$ cat src/hw/rtl/clns_pkg.sv
`timescale 1ns / 1ps
// ----------------------------------------------------------------------------
// Character LCD nibble sequencer package
// Shared types, operation and register codes, and the init command table.
// ----------------------------------------------------------------------------
package clns_pkg;

  localparam int unsigned SeqLen      = 6;
  localparam int unsigned InitSteps   = 6;
  localparam int unsigned InitCmds    = (InitSteps > SeqLen) ? SeqLen : InitSteps;
  // One power-up beat plus four beats per init command.
  localparam int unsigned InitLast    = 4 * InitCmds;
  localparam int unsigned StepW       = $clog2(InitLast + 1);

  localparam logic [15:0] PowerupWait = 16'd3200;
  localparam logic [7:0]  Line2Cmd    = 8'hC0;
  localparam logic [15:0] HoldMax     = 16'hFFFF;
  localparam logic [6:0]  CountMax    = 7'd127;

  localparam logic [1:0] OpInit = 2'd0;
  localparam logic [1:0] OpCmd  = 2'd1;
  localparam logic [1:0] OpChar = 2'd2;
  localparam logic [1:0] OpNone = 2'd3;

  typedef enum logic [1:0] {
    CFG_PULSE  = 2'd0,
    CFG_SETTLE = 2'd1,
    CFG_GAP    = 2'd2,
    CFG_WRAP   = 2'd3
  } cfg_idx_e;

  typedef struct packed {
    logic [1:0] operation;
    logic [7:0] byte_value;
    logic       string_start;
  } in_t;

  typedef struct packed {
    logic [3:0]  data_nibble;
    logic        register_select;
    logic        enable_line;
    logic [15:0] hold_ticks;
    logic        last;
  } out_t;

  typedef struct packed {
    logic [15:0] pulse_ticks;
    logic [15:0] settle_ticks;
    logic [15:0] byte_gap_ticks;
    logic [6:0]  wrap_column;
  } cfg_t;

  // Item held while its beats are being produced.
  typedef struct packed {
    logic [1:0]       operation;
    logic [7:0]       byte_value;
    logic [StepW-1:0] last_step;
  } item_t;

  function automatic logic [7:0] init_cmd(input logic [2:0] idx);
    logic [7:0] c;
    unique case (idx)
      3'd0:    c = 8'h33;
      3'd1:    c = 8'h32;
      3'd2:    c = 8'h28;
      3'd3:    c = 8'h0C;
      3'd4:    c = 8'h06;
      3'd5:    c = 8'h01;
      default: c = 8'h00;
    endcase
    return c;
  endfunction

  function automatic logic [14:0] init_wait(input logic [2:0] idx);
    logic [14:0] w;
    unique case (idx)
      3'd0, 3'd1, 3'd2: w = 15'd30000;
      3'd3, 3'd4:       w = 15'd800;
      3'd5:             w = 15'd10000;
      default:          w = 15'd0;
    endcase
    return w;
  endfunction

endpackage

$ cat src/hw/rtl/clns_char_count.sv
`timescale 1ns / 1ps
// ----------------------------------------------------------------------------
// String character counter
// Counts characters of the current string and flags the wrap character.
// ----------------------------------------------------------------------------
module clns_char_count (
  input  logic       clk_i,
  input  logic       rst_ni,
  input  logic       char_accept_i,
  input  logic       string_start_i,
  input  logic [6:0] wrap_column_i,
  output logic       wrap_o
);

  logic [6:0] count_q, count_d;
  logic [6:0] base;

  always_comb begin
    base    = string_start_i ? 7'd0 : count_q;
    count_d = base;
    wrap_o  = 1'b0;
    if (base != clns_pkg::CountMax) begin
      count_d = base + 7'd1;
      wrap_o  = (count_d == wrap_column_i);
    end
  end

  always_ff @(posedge clk_i or negedge rst_ni) begin
    if (!rst_ni) begin
      count_q <= '0;
    end else if (char_accept_i) begin
      count_q <= count_d;
    end
  end

endmodule

$ cat src/hw/rtl/clns_step_gen.sv
`timescale 1ns / 1ps
// ----------------------------------------------------------------------------
// Pin-state generator
// Maps the held item and its beat index to one pin-state result.
// ----------------------------------------------------------------------------
module clns_step_gen (
  input  clns_pkg::item_t                item_i,
  input  logic [clns_pkg::StepW-1:0]     step_i,
  input  clns_pkg::cfg_t                 cfg_i,
  output clns_pkg::out_t                 out_o
);

  logic [clns_pkg::StepW-1:0] j;
  logic [1:0]  sub;
  logic [7:0]  bval;
  logic        rs;
  logic [14:0] extra;
  logic [17:0] long_sum;
  logic [15:0] long_hold;
  logic        powerup;

  always_comb begin
    j       = step_i - clns_pkg::StepW'(1);
    sub     = step_i[1:0];
    bval    = item_i.byte_value;
    rs      = 1'b0;
    extra   = '0;
    powerup = 1'b0;
    unique case (item_i.operation)
      clns_pkg::OpInit: begin
        powerup = (step_i == '0);
        sub     = j[1:0];
        bval    = clns_pkg::init_cmd(3'(j >> 2));
        extra   = clns_pkg::init_wait(3'(j >> 2));
      end
      clns_pkg::OpChar: begin
        // The second byte of a character item is the second-line command.
        if (step_i[2]) begin
          bval = clns_pkg::Line2Cmd;
        end else begin
          rs = 1'b1;
        end
      end
      default: begin
      end
    endcase

    long_sum  = 18'(cfg_i.settle_ticks) + 18'(cfg_i.byte_gap_ticks) + 18'(extra);
    long_hold = (long_sum > 18'(clns_pkg::HoldMax)) ? clns_pkg::HoldMax : long_sum[15:0];

    out_o.last = (step_i == item_i.last_step);
    if (powerup) begin
      out_o.data_nibble     = 4'h0;
      out_o.register_select = 1'b0;
      out_o.enable_line     = 1'b0;
      out_o.hold_ticks      = clns_pkg::PowerupWait;
    end else begin
      out_o.data_nibble     = sub[1] ? bval[3:0] : bval[7:4];
      out_o.register_select = rs;
      out_o.enable_line     = ~sub[0];
      if (!sub[0]) begin
        out_o.hold_ticks = cfg_i.pulse_ticks;
      end else if (sub[1]) begin
        out_o.hold_ticks = long_hold;
      end else begin
        out_o.hold_ticks = cfg_i.settle_ticks;
      end
    end
  end

endmodule

$ cat src/hw/rtl/char_lcd_nibble_sequencer_top.sv
`timescale 1ns / 1ps
// ----------------------------------------------------------------------------
// Character LCD nibble sequencer
// Expands init, command and character items into 4-bit LCD pin states.
// ----------------------------------------------------------------------------
// Usage:
//   The input channel (in_valid_i / in_ready_o / in_data_i) takes one item
//   per beat: init, command byte or string character. The output channel
//   (out_valid_o / out_ready_i / out_data_o) gives one pin state per beat;
//   the final beat of an item carries last.
//   A command or character without wrap gives 4 beats, a character that
//   reaches the wrap column gives 8, and init gives 25. Each item is held
//   in the item register, and its beats move from there into the output
//   register one beat per cycle while the receiver does not stall.
//   The next item is accepted in the cycle that moves the current item's
//   final beat into the output register, so items follow back to back.
//   Operation code 3 is accepted and gives no beats.
//   When the receiver stalls, the output register holds its beat and the
//   held item waits; the input stays not ready until its final beat moves on.
//   Reset empties both registers, clears the character count and loads
//   the default timing and wrap settings. Configuration writes take effect
//   at once; the user makes them only while the block is idle, not enforced.
// ----------------------------------------------------------------------------
module char_lcd_nibble_sequencer_top (
  input  logic               clk_i,
  input  logic               rst_ni,
  input  logic               in_valid_i,
  output logic               in_ready_o,
  input  clns_pkg::in_t      in_data_i,
  output logic               out_valid_o,
  input  logic               out_ready_i,
  output clns_pkg::out_t     out_data_o,
  input  logic               cfg_we_i,
  input  logic [1:0]         cfg_idx_i,
  input  logic [15:0]        cfg_wdata_i
);

  clns_pkg::cfg_t  cfg_q;
  clns_pkg::item_t item_q, item_d;
  logic [clns_pkg::StepW-1:0] step_q, step_d;
  logic            busy_q, busy_d;
  logic            out_valid_q;
  clns_pkg::out_t  out_q;
  clns_pkg::out_t  gen_out;
  logic            advance, finish, in_accept, wrap;
  logic [clns_pkg::StepW-1:0] load_last;

  // Configuration registers.
  always_ff @(posedge clk_i or negedge rst_ni) begin
    if (!rst_ni) begin
      cfg_q.pulse_ticks    <= 16'd25;
      cfg_q.settle_ticks   <= 16'd1000;
      cfg_q.byte_gap_ticks <= 16'd1000;
      cfg_q.wrap_column    <= 7'd16;
    end else if (cfg_we_i) begin
      unique case (clns_pkg::cfg_idx_e'(cfg_idx_i))
        clns_pkg::CFG_PULSE:  cfg_q.pulse_ticks    <= cfg_wdata_i;
        clns_pkg::CFG_SETTLE: cfg_q.settle_ticks   <= cfg_wdata_i;
        clns_pkg::CFG_GAP:    cfg_q.byte_gap_ticks <= cfg_wdata_i;
        clns_pkg::CFG_WRAP:   cfg_q.wrap_column    <= cfg_wdata_i[6:0];
        default: begin
        end
      endcase
    end
  end

  assign advance    = busy_q && (!out_valid_q || out_ready_i);
  assign finish     = advance && (step_q == item_q.last_step);
  assign in_ready_o = !busy_q || finish;
  assign in_accept  = in_valid_i && in_ready_o;

  clns_char_count u_count (
    .clk_i          (clk_i),
    .rst_ni         (rst_ni),
    .char_accept_i  (in_accept && (in_data_i.operation == clns_pkg::OpChar)),
    .string_start_i (in_data_i.string_start),
    .wrap_column_i  (cfg_q.wrap_column),
    .wrap_o         (wrap)
  );

  always_comb begin
    unique case (in_data_i.operation)
      clns_pkg::OpInit: load_last = clns_pkg::StepW'(clns_pkg::InitLast);
      clns_pkg::OpChar: load_last = wrap ? clns_pkg::StepW'(7) : clns_pkg::StepW'(3);
      default:          load_last = clns_pkg::StepW'(3);
    endcase
  end

  always_comb begin
    busy_d = busy_q;
    item_d = item_q;
    step_d = step_q;
    if (in_accept && (in_data_i.operation != clns_pkg::OpNone)) begin
      busy_d           = 1'b1;
      item_d.operation  = in_data_i.operation;
      item_d.byte_value = in_data_i.byte_value;
      item_d.last_step  = load_last;
      step_d           = '0;
    end else if (finish) begin
      busy_d = 1'b0;
    end else if (advance) begin
      step_d = step_q + clns_pkg::StepW'(1);
    end
  end

  clns_step_gen u_gen (
    .item_i (item_q),
    .step_i (step_q),
    .cfg_i  (cfg_q),
    .out_o  (gen_out)
  );

  always_ff @(posedge clk_i or negedge rst_ni) begin
    if (!rst_ni) begin
      busy_q      <= 1'b0;
      step_q      <= '0;
      out_valid_q <= 1'b0;
    end else begin
      busy_q <= busy_d;
      step_q <= step_d;
      if (advance) begin
        out_valid_q <= 1'b1;
      end else if (out_ready_i) begin
        out_valid_q <= 1'b0;
      end
    end
  end

  always_ff @(posedge clk_i) begin
    item_q <= item_d;
    if (advance) begin
      out_q <= gen_out;
    end
  end

  assign out_valid_o = out_valid_q;
  assign out_data_o  = out_q;

  // The beat index never runs past the final beat of the held item.
  a_step_bound : assert property (@(posedge clk_i) disable iff (!rst_ni)
    busy_q |-> (step_q <= item_q.last_step))
    else $error("beat index beyond final beat");

  // An item with no beats never occupies the sequencer.
  a_none_idle : assert property (@(posedge clk_i) disable iff (!rst_ni)
    (in_accept && !busy_q && (in_data_i.operation == clns_pkg::OpNone)) |=> !busy_q)
    else $error("empty item occupied the sequencer");

  // A beat marked last always frees the input side in the same cycle.
  a_last_frees : assert property (@(posedge clk_i) disable iff (!rst_ni)
    (advance && gen_out.last) |-> in_ready_o)
    else $error("last beat without input ready");

endmodule
$ cat config.mk
export PLATFORM = sky130hd
export DESIGN_NAME = char_lcd_nibble_sequencer_top
export DESIGN_NICKNAME = d
export VERILOG_FILES = /design/src/hw/rtl/clns_pkg.sv /design/src/hw/rtl/clns_char_count.sv /design/src/hw/rtl/clns_step_gen.sv /design/src/hw/rtl/char_lcd_nibble_sequencer_top.sv
export SDC_FILE = /design/constraint.sdc
export NUM_CORES = 1
export LEC_CHECK = 0
export ABC_CLOCK_PERIOD_IN_PS = 7700
export BUFFER_PORTS_ARGS = -buffer_cell sky130_fd_sc_hd__buf_2
export CORE_MARGIN = 2
export CORE_UTILIZATION = 50
export CTS_CLUSTER_DIAMETER = 150
export CTS_CLUSTER_SIZE = 20
export DETAILED_ROUTE_END_ITERATION = 8
export GPL_TIMING_DRIVEN = 0
export PLACE_DENSITY_LB_ADDON = 0.2
export SLEW_MARGIN = 25
export SYNTH_ARGS = -nofsm -noshare
export SYNTH_HDL_FRONTEND = slang
export SYNTH_HIERARCHICAL = 1
export SYNTH_SLANG_ARGS = --single-unit
$ cat constraint.sdc
create_clock -name clk_i -period 7.7 [get_ports clk_i]
set_input_delay 0.77 -clock clk_i [delete_from_list [all_inputs] [get_ports clk_i]]
set_output_delay 0.77 -clock clk_i [all_outputs]
set_load 0.02 [all_outputs]
==> results by group <==
Synth
  • Area share of the largest cell type after synthesis: a little over a fifth
  • Seq/Total Area, Yosys: 45.3%
  • Synthesized area per cell: 11.5 µm²
  • Cell area after synthesis: 6240 µm²
  • Synth top area cells: dfrtp_1, edfxtp_1, mux2_2
  • Synthesis-stage register bit count: ~110
  • Yosys top cell by area: dfrtp_1
  • Post-synth ARST share: 65.7%
  • YS warnings: 6
  • Mapped Cells: 543
  • Synth Flop Type: dfrtp_1
  • EDFF count, synth: 36
  • Synth unique cells: 75
  • Synthesized net count: 612

Timing
  • Fmax: around 190 MHz
  • Slew HR: 34.4%
  • Least-Margin Pin Slew: 0.977 ns
  • Clk_skew: 0.00832 ns
  • Sum Neg Setup Slack: 0 ns
  • Period utilization: 67.6%
  • Final setup margin: 2.49 ns
  • RSZ-0062 raised after global routing: no
  • Min Tclk post-route: 5.21 ns
  • Final Slew Violations: 0
  • # setup viols final: 0
  • Final Hold Fails: 0

Placed design
  • Dpl hpwl: 9.97 mm
  • Port bufs: between 50 and 60
  • Gpl congestion: approximately 0.93
  • Dpl ws: 2.46 ns

Final layout
  • Most common cell after layout, fill and taps aside: buf_2
  • Seq. cell area: 2830 µm²
  • Multi-input gate area: ~3200 µm²
  • # diodes: 0
  • Layout area overhead: 13.2%
  • Final Net Count: 682
  • Share of cells above drive strength 1: roughly a third
  • Most frequent cells in the layout: buf_2, mux2_2, dfrtp_1
  • Filler cells: 1048

GRT
  • Initial antenna violation count: 0
  • First-pass GRT wire length: 22.2 mm
  • Vias in the first global route: 4422
  • GRT overflow: 0
  • Gr usage total: 21.7%
  • Pin count of the biggest net entering global routing: 49

Routing
  • Final ANT Viol Nets: 0
  • Vias per std cell: 5.66
  • DRT Wirelength: 13.6 mm
  • Vias: 4448
  • Initial DRC Count: 296
  • DRC viols: 0
  • Wire per inst: 17.2 µm
  • Pre-antenna DRT Iters: 4

Die
  • Die area: 13400 µm²
  • Die W: 116 µm
  • Io pins: 59
  • Std-Cell Rows: 40
  • Core area: 12100 µm²
  • Die Height: about 120 µm
  • Starting Density: 51.6%

Setup path
  • WS Path Type: flip-flop to flip-flop
  • R2R depth: 16
  • Bufs and invs on worst path: 3
  • Req. time, crit path: between 7 and 8 ns
  • Crit Path Max Fanout: 11
  • RR Endpoint: out_data_o[9]$_DFFE_PP_
  • Crit Reg-Reg Startpoint: step_q[0]$_DFFE_PN0P_
  • Cell family with most CP delay: compound AO/OA/AOI/OAI gates
  • Critical path startpoint: step_q[0]$_DFFE_PN0P_
  • Worst EP arrival: 5.30 ns
  • Crit. End Element: flip-flop
  • Ordered list of cells on the worst path: inv_1, ha_1, inv_1, nor2_1, nor3b_1, a221oi_1, nor3_1, fa_1, ha_1, o211ai_1, a21o_1, a211o_1, a21oi_2, o31ai_4, buf_8, o21ai_2
  • R2R Setup Slk: 2.49 ns
  • Crit-path max cell delay: just under 0.8 ns
  • Slowest CP cell: nor3_1
  • Startpoint Class: flip-flop

Clocking
  • Hold buffers post-CTS: 0
  • CTS H-tree depth: 3
  • Worst-Skew Late Latency: between 0.3 and 0.4 ns
  • Post-CTS setup buffer count: 0
  • Post-CTS Resized: 0
  • Clk slew on worst S/H paths: ~0.070 ns
  • CTS Sinks: about 110
  • CTS tree: yes
  • Clk root buf: clkbuf_16
  • CTS Buf Count: 9
  • Clock buffer depth: 2

Pwr
  • Register share of total power: 32.8%
  • Design internal power: 1.57 mW
  • Leak pwr: roughly 3.0 nW
  • Combinational share of power: 50.4%
  • Sw Pwr: 1.11 mW
  • Switch share: around two fifths
  • Clock power frac: 16.8%
  • VDD IR max: 150 µV
  • Pwr Density: 379 nW/µm²
  • Total Power: 2.68 mW

Worst hold path
  • Worst min path class: input port to asynchronous set/reset pin

Status
  • Status: complete, no violations

Flow run
  • MaxCap Viol Count: 0
[kinds of logic after synthesis]
family	Yosys count	share of synthesized area, %
adders and majority gates	35	8.09
buffers and inverters	42	3.25
AOI/OAI and AO/OA	138	16.1
DFF	105	45.3
muxes	61	10.9
xor gates and xnor gates	30	4.51
and+or+nand+nor	132	11.8
[worst max path at each step]
stage	endpoint	cells after the start	slack, ns
after floorplan	out_data_o[16]$_DFFE_PP_	16	3.67
after global placement	out_data_o[16]$_DFFE_PP_	16	2.58
after detailed placement	out_data_o[16]$_DFFE_PP_	16	2.46
after CTS	out_data_o[16]$_DFFE_PP_	16	2.44
after global routing	out_data_o[9]$_DFFE_PP_	16	2.19
final	out_data_o[9]$_DFFE_PP_	16	2.49
[final cells by class]
type                            instances  area share [%]
Multi-Input combinational cell        396            45.5
Timing Repair Buffer                   59            4.53
Sequential cell                       105            40.0
Buffer                                 15            1.43
Tap cell                              168            2.97
Clock inverter                          4           0.496
Inverter                               27            1.43
Clock buffer                           12            3.63
[metal layers]
metal	part of all wire, %	vias to the layer above	global-route usage (%)
met1	46	2214	28.8
li1	-	2132	-
met3	3.7	16	4.34
met2	49	86	36.3
met5	0	-	0
met4	1.4	0	6.43
[metrics by stage]
step | utilization, % | hold WS, ns | cells | cell area [µm²]
floorplan | - | 0.458 | 543 | 6240
global placement | 55.7 | 0.477 | 769 | 6750
detailed placement | 56.0 | 0.486 | 770 | 6780
CTS | 58.4 | 0.312 | 786 | 7070
global route | 58.4 | 0.325 | 786 | 7070
finish | 58.4 | 0.308 | 786 | 7070
[power by group through the flow]
| stage | clock network, mW | registers, mW | logic (mW) |
|---|---|---|---|
| finish | 0.449 | 0.880 | 1.35 |
| global route | 0.482 | 0.899 | 1.49 |
| CTS | 0.459 | 0.880 | 1.34 |
| detailed placement | 0 | 0.890 | 1.33 |
| global placement | 0 | 0.883 | 1.31 |
| floorplan | 0 | 0.940 | 0.948 |
[state kept, by name, indices dropped and copies added, names as in the netlist]
register,count
out_valid_o,1
u_count/count_q,7
busy_q,1
step_q,5
item_q,13
cfg_q,55
out_data_o,23
[synth_stat cells (9+ instances only)]
cell type   n
dfrtp_1    53
inv_1      27
nand2_1    33
xor2_1     15
a21oi_1    26
o21ai_2     9
a21o_1      9
xnor2_1    14
fa_1        9
mux2_2     56
o21ai_0    31
ha_1       26
nor2_1     25
dfstp_2    16
nor3_1      9
edfxtp_1   36
(Power assumes the default switching activity.)
